$ cat src/hdl/ddt_pkg.sv
// Shared types, constants and calendar helpers for the decimal date/time unit.
package ddt_pkg;

	localparam int unsigned DATE_W  = 27;
	localparam int unsigned TIME_W  = 18;
	localparam int unsigned ODATE_W = 28;
	localparam int unsigned DAY_W   = 20;
	localparam int unsigned YEAR_W  = 15;
	localparam int unsigned SEC_W   = 19;
	localparam int unsigned DIVR_W  = 14;
	localparam int unsigned RECIP_W = 22;

	localparam logic [DIVR_W-1:0] DIV_YEAR = 14'd10000;
	localparam logic [DIVR_W-1:0] DIV_CENT = 14'd100;
	localparam logic [DIVR_W-1:0] DIV_HOUR = 14'd3600;
	localparam logic [DIVR_W-1:0] DIV_MIN  = 14'd60;

	// floor(2^27 / divisor); a dividend below 2^27 leaves the estimate short by at most one
	localparam int unsigned       RECIP_SH   = 27;
	localparam logic [RECIP_W-1:0] RECIP_YEAR = 22'd13421;
	localparam logic [RECIP_W-1:0] RECIP_CENT = 22'd1342177;
	localparam logic [RECIP_W-1:0] RECIP_HOUR = 22'd37282;
	localparam logic [RECIP_W-1:0] RECIP_MIN  = 22'd2236962;

	localparam logic signed [SEC_W-1:0] DAY_SECONDS = 19'sd86400;
	localparam logic [YEAR_W-1:0] CENTURY_20 = 15'd2000;
	localparam logic [YEAR_W-1:0] CENTURY_19 = 15'd1900;

	// divider jobs, in the order the controller runs them
	typedef enum logic [3:0] {
		J_D1_YEAR,
		J_D1_MD,
		J_D2_YEAR,
		J_D2_MD,
		J_T1_H,
		J_T1_MS,
		J_T2_H,
		J_T2_MS,
		J_S_H,
		J_S_MS
	} job_t;

	typedef enum logic [3:0] {
		S_IDLE,
		S_DIV_GO,
		S_DIV_WAIT,
		S_PREP1,
		S_PREP2,
		S_WRAP,
		S_COMB1,
		S_COMB2,
		S_COMPOSE,
		S_FINISH,
		S_OUT
	} ctrl_state_t;

	typedef struct packed {
		logic load;
		logic div_start;
		logic div_capture;
		job_t job;
		logic prep1;
		logic prep2;
		logic wrap;
		logic comb1;
		logic comb2;
		logic compose_step;
		logic finish;
		logic out_load;
	} dp_cmd_t;

	typedef struct packed {
		logic div_done;
		logic compose_more;
		logic out_free;
	} dp_status_t;

	// length of one month, zero outside 1..12
	function automatic logic [8:0] month_len(input logic [3:0] m);
		logic [8:0] r;
		case (m)
			4'd1, 4'd3, 4'd5, 4'd7, 4'd8, 4'd10, 4'd12: r = 9'd31;
			4'd4, 4'd6, 4'd9, 4'd11: r = 9'd30;
			4'd2: r = 9'd28;
			default: r = 9'd0;
		endcase
		return r;
	endfunction

	// days in the months before month m, all twelve counted for m above 12
	function automatic logic [8:0] days_before(input logic [6:0] m);
		logic [8:0] r;
		case (m) inside
			7'd0, 7'd1: r = 9'd0;
			7'd2:  r = 9'd31;
			7'd3:  r = 9'd59;
			7'd4:  r = 9'd90;
			7'd5:  r = 9'd120;
			7'd6:  r = 9'd151;
			7'd7:  r = 9'd181;
			7'd8:  r = 9'd212;
			7'd9:  r = 9'd243;
			7'd10: r = 9'd273;
			7'd11: r = 9'd304;
			7'd12: r = 9'd334;
			default: r = 9'd365;
		endcase
		return r;
	endfunction

	function automatic logic [8:0] year_len(input logic [YEAR_W-1:0] y);
		return (y[1:0] == 2'd0) ? 9'd366 : 9'd365;
	endfunction

	// two-digit years move into the 1900s or 2000s
	function automatic logic [YEAR_W-1:0] widen(input logic [13:0] y);
		logic [YEAR_W-1:0] r;
		r = YEAR_W'(y);
		if (y != 14'd0 && y < 14'd50)
			r = YEAR_W'(y) + CENTURY_20;
		else if (y >= 14'd50 && y < 14'd100)
			r = YEAR_W'(y) + CENTURY_19;
		return r;
	endfunction

	function automatic logic [16:0] to_seconds(input logic [4:0] h, input logic [6:0] mi,
			input logic [6:0] sc);
		return 17'(h) * 17'd3600 + 17'(mi) * 17'd60 + 17'(sc);
	endfunction

endpackage

$ cat src/hdl/decimal_date_time_add_sub_unit.sv
// Top level of the decimal date/time add and subtract unit.
// Usage:
//   The slave channel takes one request: tuser is the operation (0 add,
//   1 subtract second from first), tdata holds first_date, first_time,
//   second_date and second_time. The master channel returns one result:
//   tdata holds result_date (signed) and result_time, tuser flags an
//   attempt to add two absolute dates (date and time then read zero).
//   One request is worked at a time. Each request runs ten divisions by a
//   constant through one shared divider (reciprocal multiply and one
//   correction) and day arithmetic, then month search and result load before
//   m_tvalid rises. The ten divisions and the month search set the
//   throughput: no new request is taken while one is being worked.
//   A new request is taken as soon as the previous one has reached the
//   result register, even while that result still waits to be taken.
//   If the receiver stalls, the finished result is held in the register
//   and the next computation waits before loading its own.
//   Reset clears the controller and the result valid flag; no result is
//   pending after reset.
module decimal_date_time_add_sub_unit
	import ddt_pkg::*;
(
	input  logic        clk,
	input  logic        arst_n,
	input  logic        s_tvalid,
	output logic        s_tready,
	input  logic [95:0] s_tdata,  // first_date, first_time, second_date, second_time
	input  logic        s_tuser,  // op
	output logic        m_tvalid,
	input  logic        m_tready,
	output logic [47:0] m_tdata,  // result_date, result_time
	output logic        m_tuser   // absolute_pair_error
);

	dp_cmd_t    cmd;
	dp_status_t status;

	ddt_ctrl u_ctrl (
		.clk      (clk),
		.arst_n   (arst_n),
		.s_tvalid (s_tvalid),
		.s_tready (s_tready),
		.status   (status),
		.cmd      (cmd)
	);

	ddt_datapath u_dp (
		.clk      (clk),
		.arst_n   (arst_n),
		.cmd      (cmd),
		.status   (status),
		.s_tdata  (s_tdata),
		.s_tuser  (s_tuser),
		.m_tvalid (m_tvalid),
		.m_tready (m_tready),
		.m_tdata  (m_tdata),
		.m_tuser  (m_tuser)
	);

	// a pending result is never overwritten
	a_no_overwrite: assert property (@(posedge clk) disable iff (!arst_n)
		cmd.out_load |-> !(m_tvalid && !m_tready))
		else $error("result register overwritten");

	// after a request is taken the unit is busy
	a_busy_after_accept: assert property (@(posedge clk) disable iff (!arst_n)
		s_tvalid && s_tready |=> !s_tready)
		else $error("request taken while busy");

	// an error result carries zero date and time
	a_error_zero: assert property (@(posedge clk) disable iff (!arst_n)
		m_tvalid && m_tuser |-> m_tdata == 48'd0)
		else $error("error result with nonzero data");

endmodule

$ cat src/hdl/ddt_div.sv
// Constant divider: reciprocal multiply, then one compare and subtract; the controller gives it one job at a time.
module ddt_div
	import ddt_pkg::*;
(
	input  logic              clk,
	input  logic              arst_n,
	input  logic              start,
	input  logic [DATE_W-1:0] dividend,
	input  logic [DIVR_W-1:0] divisor,
	output logic              done,
	output logic [DATE_W-1:0] quot,
	output logic [DIVR_W-1:0] rem
);

	logic                      v1_q, v2_q, done_q;
	logic [DATE_W-1:0]         dvd_s1, dvd_s2, q0_s2;
	logic [DIVR_W-1:0]         dsr_s1, dsr_s2;
	logic [RECIP_W-1:0]        rcp_s1;
	logic [DATE_W-1:0]         quot_q;
	logic [DIVR_W-1:0]         rem_q;
	logic [RECIP_W-1:0]        recip;
	logic [DATE_W+RECIP_W-1:0] prod;
	logic [DIVR_W:0]           r0;
	logic                      fix;

	// reciprocal of the job's divisor
	always_comb begin
		case (divisor)
			DIV_YEAR: recip = RECIP_YEAR;
			DIV_CENT: recip = RECIP_CENT;
			DIV_HOUR: recip = RECIP_HOUR;
			DIV_MIN:  recip = RECIP_MIN;
			default:  recip = RECIP_YEAR;
		endcase
	end

	// quotient estimate
	assign prod = (DATE_W+RECIP_W)'(dvd_s1) * (DATE_W+RECIP_W)'(rcp_s1);

	// the estimate is short by at most one: compare and subtract once
	assign r0  = (DIVR_W+1)'(dvd_s2 - q0_s2 * DATE_W'(dsr_s2));
	assign fix = r0 >= {1'b0, dsr_s2};

	// stage valids and done pulse
	always_ff @(posedge clk or negedge arst_n) begin
		if (!arst_n) begin
			v1_q   <= 1'b0;
			v2_q   <= 1'b0;
			done_q <= 1'b0;
		end else begin
			v1_q   <= start;
			v2_q   <= v1_q;
			done_q <= v2_q;
		end
	end

	// operand, estimate and result registers
	always_ff @(posedge clk) begin
		if (start) begin
			dvd_s1 <= dividend;
			dsr_s1 <= divisor;
			rcp_s1 <= recip;
		end
		if (v1_q) begin
			dvd_s2 <= dvd_s1;
			dsr_s2 <= dsr_s1;
			q0_s2  <= DATE_W'(prod >> RECIP_SH);
		end
		if (v2_q) begin
			quot_q <= q0_s2 + DATE_W'(fix);
			rem_q  <= fix ? DIVR_W'(r0 - {1'b0, dsr_s2}) : r0[DIVR_W-1:0];
		end
	end

	assign done = done_q;
	assign quot = quot_q;
	assign rem  = rem_q;

endmodule

$ cat src/hdl/ddt_datapath.sv
// Datapath: operand split, day and second arithmetic, date rebuild, result register.
module ddt_datapath
	import ddt_pkg::*;
(
	input  logic        clk,
	input  logic        arst_n,
	input  dp_cmd_t     cmd,
	output dp_status_t  status,
	input  logic [95:0] s_tdata,
	input  logic        s_tuser,
	output logic        m_tvalid,
	input  logic        m_tready,
	output logic [47:0] m_tdata,
	output logic        m_tuser
);

	logic              op_q;
	logic [DATE_W-1:0] d1_q, d2_q;
	logic [TIME_W-1:0] t1_q, t2_q;
	logic [13:0]       y1_q, y2_q, r1_q, r2_q, tr1_q, tr2_q;
	logic [6:0]        mo1_q, mo2_q, dd1_q, dd2_q, mi1_q, mi2_q, sc1_q, sc2_q;
	logic [4:0]        h1_q, h2_q, hh_q;
	logic [11:0]       sr_q;
	logic [5:0]        mm_q, ss_q;
	logic [YEAR_W-1:0] yw1_q, yw2_q, year_q;
	logic              abs1_q, abs2_q, err_q;
	logic [16:0]       sec1_q, sec2_q;
	logic signed [DAY_W-1:0] day1_q, day2_q, dn_q;
	logic signed [SEC_W-1:0] s_q;
	logic [3:0]        mon_q;
	logic              out_valid_q;
	logic [ODATE_W-1:0] out_date_q;
	logic [TIME_W-1:0] out_time_q;
	logic              out_err_q;

	logic              div_done;
	logic [DATE_W-1:0] div_quot;
	logic [DIVR_W-1:0] div_rem;
	logic [DATE_W-1:0] div_dvd;
	logic [DIVR_W-1:0] div_dsr;

	logic [8:0]        cur_len, prev_len, yl_year, yl_prev, yl_1, yl_2;
	logic [YEAR_W-1:0] year_prev;
	logic [3:0]        mon_prev;
	logic [28:0]       year_part;
	logic [10:0]       mon_part;
	logic signed [29:0] date_full;
	logic [TIME_W-1:0] hms;
	logic signed [DAY_W-1:0] cur_len_s;

	// pick dividend and divisor for the running job
	always_comb begin
		div_dvd = '0;
		div_dsr = DIV_YEAR;
		case (cmd.job)
			J_D1_YEAR: begin div_dvd = d1_q; div_dsr = DIV_YEAR; end
			J_D1_MD:   begin div_dvd = DATE_W'(r1_q); div_dsr = DIV_CENT; end
			J_D2_YEAR: begin div_dvd = d2_q; div_dsr = DIV_YEAR; end
			J_D2_MD:   begin div_dvd = DATE_W'(r2_q); div_dsr = DIV_CENT; end
			J_T1_H:    begin div_dvd = DATE_W'(t1_q); div_dsr = DIV_YEAR; end
			J_T1_MS:   begin div_dvd = DATE_W'(tr1_q); div_dsr = DIV_CENT; end
			J_T2_H:    begin div_dvd = DATE_W'(t2_q); div_dsr = DIV_YEAR; end
			J_T2_MS:   begin div_dvd = DATE_W'(tr2_q); div_dsr = DIV_CENT; end
			J_S_H:     begin div_dvd = DATE_W'(unsigned'(s_q)); div_dsr = DIV_HOUR; end
			J_S_MS:    begin div_dvd = DATE_W'(sr_q); div_dsr = DIV_MIN; end
			default:   begin div_dvd = '0; div_dsr = DIV_YEAR; end
		endcase
	end

	ddt_div u_div (
		.clk      (clk),
		.arst_n   (arst_n),
		.start    (cmd.div_start),
		.dividend (div_dvd),
		.divisor  (div_dsr),
		.done     (div_done),
		.quot     (div_quot),
		.rem      (div_rem)
	);

	// month and year helpers
	assign cur_len   = month_len(mon_q);
	assign cur_len_s = $signed({11'd0, cur_len});
	assign mon_prev  = mon_q - 4'd1;
	assign prev_len  = month_len(mon_prev);
	assign year_prev = year_q - 15'd1;
	assign yl_year   = year_len(year_q);
	assign yl_prev   = year_len(year_prev);
	assign yl_1      = year_len(yw1_q);
	assign yl_2      = year_len(yw2_q);

	// rebuild decimal date and time
	assign year_part = 29'(year_q) * 29'(DIV_YEAR);
	assign mon_part  = 11'(mon_q) * 11'd100;
	assign date_full = $signed({1'b0, year_part}) + $signed({19'd0, mon_part}) + 30'(dn_q);
	assign hms = 18'(hh_q) * 18'd10000 + 18'(mm_q) * 18'd100 + 18'(ss_q);

	// operand registers and arithmetic steps
	always_ff @(posedge clk) begin
		if (cmd.load) begin
			op_q <= s_tuser;
			d1_q <= s_tdata[26:0];
			t1_q <= s_tdata[44:27];
			d2_q <= s_tdata[71:45];
			t2_q <= s_tdata[89:72];
		end
		if (cmd.div_capture) begin
			case (cmd.job)
				J_D1_YEAR: begin y1_q <= div_quot[13:0]; r1_q <= div_rem; end
				J_D1_MD:   begin mo1_q <= div_quot[6:0]; dd1_q <= div_rem[6:0]; end
				J_D2_YEAR: begin y2_q <= div_quot[13:0]; r2_q <= div_rem; end
				J_D2_MD:   begin mo2_q <= div_quot[6:0]; dd2_q <= div_rem[6:0]; end
				J_T1_H:    begin h1_q <= div_quot[4:0]; tr1_q <= div_rem; end
				J_T1_MS:   begin mi1_q <= div_quot[6:0]; sc1_q <= div_rem[6:0]; end
				J_T2_H:    begin h2_q <= div_quot[4:0]; tr2_q <= div_rem; end
				J_T2_MS:   begin mi2_q <= div_quot[6:0]; sc2_q <= div_rem[6:0]; end
				J_S_H:     begin hh_q <= div_quot[4:0]; sr_q <= div_rem[11:0]; end
				J_S_MS:    begin mm_q <= div_quot[5:0]; ss_q <= div_rem[5:0]; end
				default:   begin end
			endcase
		end
		// widen years, day of year, seconds of day
		if (cmd.prep1) begin
			yw1_q  <= widen(y1_q);
			yw2_q  <= widen(y2_q);
			abs1_q <= y1_q != 14'd0;
			abs2_q <= y2_q != 14'd0;
			if (y1_q != 14'd0)
				day1_q <= DAY_W'(days_before(mo1_q)) + DAY_W'(dd1_q)
					+ DAY_W'(y1_q[1:0] == 2'd0 && mo1_q > 7'd2);
			else
				day1_q <= DAY_W'(r1_q);
			if (y2_q != 14'd0)
				day2_q <= DAY_W'(days_before(mo2_q)) + DAY_W'(dd2_q)
					+ DAY_W'(y2_q[1:0] == 2'd0 && mo2_q > 7'd2);
			else
				day2_q <= DAY_W'(r2_q);
			sec1_q <= to_seconds(h1_q, mi1_q, sc1_q);
			sec2_q <= to_seconds(h2_q, mi2_q, sc2_q);
		end
		// choose working year, credit one year between two absolute dates
		if (cmd.prep2) begin
			err_q <= !op_q && abs1_q && abs2_q;
			if (!op_q) begin
				year_q <= abs1_q ? yw1_q : yw2_q;
				s_q    <= $signed({2'd0, sec1_q}) + $signed({2'd0, sec2_q});
			end else begin
				s_q <= $signed({2'd0, sec1_q}) - $signed({2'd0, sec2_q});
				if (!abs1_q) begin
					year_q <= yw2_q;
				end else if (abs2_q) begin
					year_q <= '0;
					if (yw1_q > yw2_q)
						day1_q <= day1_q + $signed({11'd0, yl_2});
					else if (yw2_q > yw1_q)
						day2_q <= day2_q + $signed({11'd0, yl_1});
				end else begin
					year_q <= yw1_q;
				end
			end
		end
		// carry or borrow one day of seconds
		if (cmd.wrap) begin
			if (s_q >= DAY_SECONDS) begin
				day1_q <= day1_q + 20'sd1;
				s_q    <= s_q - DAY_SECONDS;
			end else if (s_q < 19'sd0) begin
				day1_q <= day1_q - 20'sd1;
				s_q    <= s_q + DAY_SECONDS;
			end
		end
		if (cmd.comb1)
			day1_q <= op_q ? day1_q - day2_q : day1_q + day2_q;
		// one year wrap, then start month search
		if (cmd.comb2) begin
			mon_q <= 4'd1;
			dn_q  <= day1_q;
			if (year_q != '0) begin
				if (!op_q && day1_q > $signed({11'd0, yl_year})) begin
					year_q <= year_q + 15'd1;
					day1_q <= day1_q - $signed({11'd0, yl_year});
					dn_q   <= day1_q - $signed({11'd0, yl_year});
				end else if (op_q && day1_q <= 20'sd0) begin
					year_q <= year_prev;
					day1_q <= day1_q + $signed({11'd0, yl_prev});
					dn_q   <= day1_q + $signed({11'd0, yl_prev});
				end
			end
		end
		if (cmd.compose_step) begin
			dn_q  <= dn_q - cur_len_s;
			mon_q <= mon_q + 4'd1;
		end
		// leap day correction
		if (cmd.finish && year_q[1:0] == 2'd0 && mon_q > 4'd2) begin
			if (dn_q == 20'sd1) begin
				mon_q <= mon_prev;
				dn_q  <= (mon_prev == 4'd2) ? 20'sd29 : $signed({11'd0, prev_len});
			end else begin
				dn_q <= dn_q - 20'sd1;
			end
		end
		if (cmd.out_load) begin
			out_err_q <= err_q;
			if (err_q) begin
				out_date_q <= '0;
				out_time_q <= '0;
			end else begin
				out_time_q <= hms;
				out_date_q <= (year_q == '0) ? ODATE_W'(day1_q) : date_full[ODATE_W-1:0];
			end
		end
	end

	// result valid: set on load, drop when taken
	always_ff @(posedge clk or negedge arst_n) begin
		if (!arst_n)
			out_valid_q <= 1'b0;
		else if (cmd.out_load)
			out_valid_q <= 1'b1;
		else if (m_tready)
			out_valid_q <= 1'b0;
	end

	assign status.div_done     = div_done;
	assign status.compose_more = (mon_q <= 4'd12) && (dn_q > cur_len_s);
	assign status.out_free     = !out_valid_q || m_tready;

	assign m_tvalid = out_valid_q;
	assign m_tdata  = {2'b00, out_time_q, out_date_q};
	assign m_tuser  = out_err_q;

endmodule

$ cat src/hdl/ddt_ctrl.sv
// Controller: sequences divider jobs and arithmetic steps for one request.
module ddt_ctrl
	import ddt_pkg::*;
(
	input  logic       clk,
	input  logic       arst_n,
	input  logic       s_tvalid,
	output logic       s_tready,
	input  dp_status_t status,
	output dp_cmd_t    cmd
);

	ctrl_state_t state_q, state_n;
	job_t        job_q, job_n;
	logic        wrap_q, wrap_n;

	// state register
	always_ff @(posedge clk or negedge arst_n) begin
		if (!arst_n) begin
			state_q <= S_IDLE;
			job_q   <= J_D1_YEAR;
			wrap_q  <= 1'b0;
		end else begin
			state_q <= state_n;
			job_q   <= job_n;
			wrap_q  <= wrap_n;
		end
	end

	// next state and commands
	always_comb begin
		state_n  = state_q;
		job_n    = job_q;
		wrap_n   = wrap_q;
		cmd      = '0;
		cmd.job  = job_q;
		s_tready = 1'b0;
		case (state_q)
			S_IDLE: begin
				s_tready = 1'b1;
				if (s_tvalid) begin
					cmd.load = 1'b1;
					job_n    = J_D1_YEAR;
					state_n  = S_DIV_GO;
				end
			end
			S_DIV_GO: begin
				cmd.div_start = 1'b1;
				state_n       = S_DIV_WAIT;
			end
			S_DIV_WAIT: begin
				if (status.div_done) begin
					cmd.div_capture = 1'b1;
					if (job_q == J_T2_MS) begin
						state_n = S_PREP1;
					end else if (job_q == J_S_MS) begin
						state_n = S_COMB1;
					end else begin
						job_n   = job_t'(job_q + 4'd1);
						state_n = S_DIV_GO;
					end
				end
			end
			S_PREP1: begin
				cmd.prep1 = 1'b1;
				state_n   = S_PREP2;
			end
			S_PREP2: begin
				cmd.prep2 = 1'b1;
				wrap_n    = 1'b0;
				state_n   = S_WRAP;
			end
			S_WRAP: begin
				cmd.wrap = 1'b1;
				if (wrap_q) begin
					job_n   = J_S_H;
					state_n = S_DIV_GO;
				end else begin
					wrap_n = 1'b1;
				end
			end
			S_COMB1: begin
				cmd.comb1 = 1'b1;
				state_n   = S_COMB2;
			end
			S_COMB2: begin
				cmd.comb2 = 1'b1;
				state_n   = S_COMPOSE;
			end
			S_COMPOSE: begin
				if (status.compose_more)
					cmd.compose_step = 1'b1;
				else
					state_n = S_FINISH;
			end
			S_FINISH: begin
				cmd.finish = 1'b1;
				state_n    = S_OUT;
			end
			S_OUT: begin
				if (status.out_free) begin
					cmd.out_load = 1'b1;
					state_n      = S_IDLE;
				end
			end
			default: begin
				state_n = S_IDLE;
			end
		endcase
	end

endmodule
$ cat config.mk
export PLATFORM = sky130hd
export DESIGN_NAME = decimal_date_time_add_sub_unit
export DESIGN_NICKNAME = d
export VERILOG_FILES = /design/src/hdl/ddt_pkg.sv /design/src/hdl/decimal_date_time_add_sub_unit.sv /design/src/hdl/ddt_div.sv /design/src/hdl/ddt_datapath.sv /design/src/hdl/ddt_ctrl.sv
export SDC_FILE = /design/constraint.sdc
export NUM_CORES = 2
export LEC_CHECK = 0
export BUFFER_PORTS_ARGS = -buffer_cell sky130_fd_sc_hd__buf_2
export CORE_ASPECT_RATIO = 0.9
export CORE_MARGIN = 5
export CORE_UTILIZATION = 43
export CTS_CLUSTER_DIAMETER = 100
export DETAILED_ROUTE_END_ITERATION = 12
export HOLD_SLACK_MARGIN = 0.05
export PLACE_DENSITY_LB_ADDON = 0.05
export SLEW_MARGIN = 0
export SYNTH_ARGS = -nofsm -noshare
export SYNTH_HDL_FRONTEND = slang
export SYNTH_SLANG_ARGS = --single-unit
$ cat constraint.sdc
create_clock -name clk -period 6.7 [get_ports clk]
set_input_delay 0.67 -clock clk [delete_from_list [all_inputs] [get_ports clk]]
set_output_delay 0.67 -clock clk [all_outputs]
set_load 0.03 [all_outputs]
==> flow_summary.json <==
{
  "status": "complete, but fails checks",
  "violations": "setup timing",
  "crit_path_start": "u_dp.u_div.rcp_s1[10]$_DFFE_PP_",
  "start_util": 0.4315,
  "viasPerCell": 5.439,
  "placedCellCount": 7972,
  "synth_top_area_share": 0.2633,
  "cts-buffers-inserted": 79,
  "crit_slowest_cell": "fa_1",
  "antenna_cells": 0,
  "cp.required_ns": 7.12,
  "yosysSeqAreaShare": 0.2938,
  "firstDrtPassIters": 7,
  "final_cell_area_sq_mm": 0.06759,
  "synthTopCellsByArea": "edfxtp_1 26%, fa_1 18%, ha_1 15%, inv_1 5.6%, xnor2_1 3.6%",
  "setup_slack_ns": -0.2659,
  "grtUsageTotal": 0.2483,
  "synth_common_cells": "885 x inv_1, 697 x ha_1, 546 x fa_1",
  "fp.dieW_um": 401.1,
  "busiest_layer": "met2",
  "cp_common_cell": "fa_1",
  "crit_chain": "buf_6, and2_4, fa_1, inv_2, fa_1, inv_2, fa_1, fa_1, inv_1, fa_1, inv_2, fa_1, fa_1, ha_1, a21o_1, a21o_1, a221o_1, a21o_1, a31oi_4, buf_6, a21oi_4, a211o_1, buf_6, xor2_1",
  "maxCapViolCount": 0,
  "grt_antenna_before_repair": 3,
  "drtIter0Drc": 3153,
  "path_class": "reg2reg",
  "hpwl_mm": 145.2,
  "synth_most_common_cell": "inv_1",
  "rsz0062_at_grt": "yes",
  "place_area_sq_mm": 0.06412,
  "layout.cells.non_filler": 8158,
  "cts.clk_slew.worst_paths_ns": 0.07,
  "r2r-start": "u_dp.u_div.rcp_s1[10]$_DFFE_PP_",
  "period_needed_ns": 6.966,
  "io_buffers": 143,
  "critPathMaxStageDelay_ns": 0.55,
  "critPathArrivalTime_ns": 7.39,
  "utilization": 0.4927,
  "grt_pass1_vias": 44860,
  "synth_edf_count": 519,
  "fin_skew_ns": 0.04914,
  "cts_tree": "built",
  "gp_congestion": 0.9023,
  "min_path_type": "in2reg",
  "dieArea_sq_mm": 0.1452,
  "ant_nets": 0,
  "die_h_um": 362.0,
  "slew_violations": 0,
  "grtUsageMet3": 0.02772,
  "clock_latency_ns": 0.69,
  "worst_slew_pin_slew_ns": 1.078,
  "final_nets": 7603,
  "synth_area_sq_mm": 0.05919,
  "vias": 44370,
  "path_max_fanout": 5,
  "ys.flop_type": "edfxtp_1",
  "ys_warn_count": 0,
  "worstSetupStartpointType": "flip-flop",
  "cts_root_buf": "clkbuf_16",
  "h-tree-depth": 3,
  "hp-start": "s_tdata[44]",
  "endpoint_kind": "flip-flop",
  "clock_sinks": 606,
  "async_reset_ff_frac": 0.02145,
  "core_sq_mm": 0.1372,
  "post_drt_wl_per_cell_um": 22.20,
  "gr-usage-met2": 0.3956,
  "synthCells": 5862,
  "whs_ns": 0.1565,
  "slew_headroom": 0.2627,
  "max-clock-path-buffers": 3,
  "io-pin-count": 152,
  "hold_viol_final": 0,
  "grt.met1_usage": 0.3646,
  "synth_cell_types": 103,
  "layout-drive-gt1-share": 0.1336,
  "grt_pass1_wl_mm": 277.9,
  "rows": 129,
  "grt_max_degree": 54,
  "syn_area_per_cell_sq_um": 10.10,
  "drc": 0,
  "drt_wl_total_mm": 181.1,
  "ys_ff_latch": 606,
  "period_share": 1.040,
  "max_freq_mhz": 143.6,
  "setup_viol": 11,
  "grt.overflow.total": 0,
  "syn2layout_area_growth_pct": 14.19,
  "synth_top_area_cell": "edfxtp_1"
}
flip-flops by register name, indices dropped and copies added, names as in the netlist, 18 cells and up:
register           count
u_dp.t1_q             18
u_dp.dn_q             20
u_dp.u_div.dvd_s1     27
u_dp.day2_q           20
u_dp.day1_q           20
u_dp.d1_q             27
u_dp.d2_q             27
u_dp.s_q              19
u_dp.out_date_q       28
u_dp.t2_q             18
u_dp.out_time_q       18
final timing paths:
| check | slack [ns] | cells past startpoint | end |
|---|---|---|---|
| hold reg to reg | 0.42 | 0 | u_dp.u_div.dsr_s2[8]$_DFFE_PP_ |
| hold / removal | 0.16 | 1 | u_dp.t1_q[17]$_DFFE_PP_ |
| setup / recovery | -0.27 | 24 | u_dp.u_div.q0_s2[12]$_DFFE_PP_ |
| setup reg to reg | -0.27 | 24 | u_dp.u_div.q0_s2[12]$_DFFE_PP_ |
| min in group asynchronous | 0.49 | 2 | u_dp.u_div.v1_q$_DFF_PN0_ |
| max in group asynchronous | 5.89 | 2 | u_dp.m_tvalid$_DFFE_PN0P_ |
cell families after synthesis:
kind of cell / synth area share
xor gates and xnor gates: 0.05327
DFF: 0.2938
muxes: 0.003128
buffers and inverters: 0.07062
other: 0.00006335
and+or+nand+nor: 0.1178
adders and majority gates: 0.3320
AOI/OAI and AO/OA: 0.1294
cell usage in the layout, fill, tap and decap left out, types with 31 or more instances in the layout:
cell,netlist,final
a211oi_1,38,33
a21o_1,81,81
a21oi_1,293,277
a221oi_1,33,33
a22o_1,32,32
a22oi_1,75,75
a31oi_1,41,37
and2_1,260,235
and3_1,46,45
buf_2,14,143
buf_4,2,362
clkbuf_16,0,81
dfxtp_1,74,73
edfxtp_1,519,519
fa_1,546,536
ha_1,697,681
inv_1,885,865
nand2_1,350,344
nand2b_1,33,33
nand3_1,92,91
nand4_1,46,46
nor2_1,273,259
nor2b_1,38,38
nor3_1,86,82
o21a_1,31,31
o21ai_0,255,247
o21bai_1,35,34
o22ai_1,43,43
xnor2_1,245,242
xor2_1,108,107
cell type report:
type,instances,area [sq um]
clock buffers,99,2155
clock inverters,47,396.6
fillers,12950,69600
inverters,886,3327
multi-input cells,4156,38280
flip-flops and latches,606,17390
well taps,1834,2295
repair buffers,530,3749
routing by layer:
layer | up-vias | wire length [um]
met5 | - | 0
met4 | 0 | 4941
met3 | 209 | 8892
met2 | 1168 | 81570
met1 | 22060 | 85680
li1 | 20940 | -
through the flow:
stage	worst slack [ns]	setup TNS, ns
6_report	-0.2659	-1.687
3_3_place_gp	-0.3692	-2.766
3_5_place_dp	-0.4005	-3.144
4_1_cts	-0.2244	-1.526
2_1_floorplan	0.01452	0
5_1_grt	-0.4542	-5.289
what timing repair did:
item                       4_1_cts  5_1_grt
gates resized for setup         48      125
setup endpoints to repair       16       41
buffers inserted                15       25
hold endpoints to repair        13        0
gates cloned                     0        1
pin swaps                       35       76
hold buffers                     1        0
worst max-delay path: cells and delay by family (launching register included):
| kind | cells | cell delay, ns |
|---|---|---|
| DFF | 1 | 0.51 |
| AOI/OAI and AO/OA | 7 | 1.46 |
| adders and majority gates | 8 | 3.78 |
| and+or+nand+nor | 1 | 0.15 |
| buffers and inverters | 7 | 0.66 |
| xor gates and xnor gates | 1 | 0.13 |
Power is not shown: default switching activity piles up to over one toggle a cycle in this logic, so the estimate is an artifact.
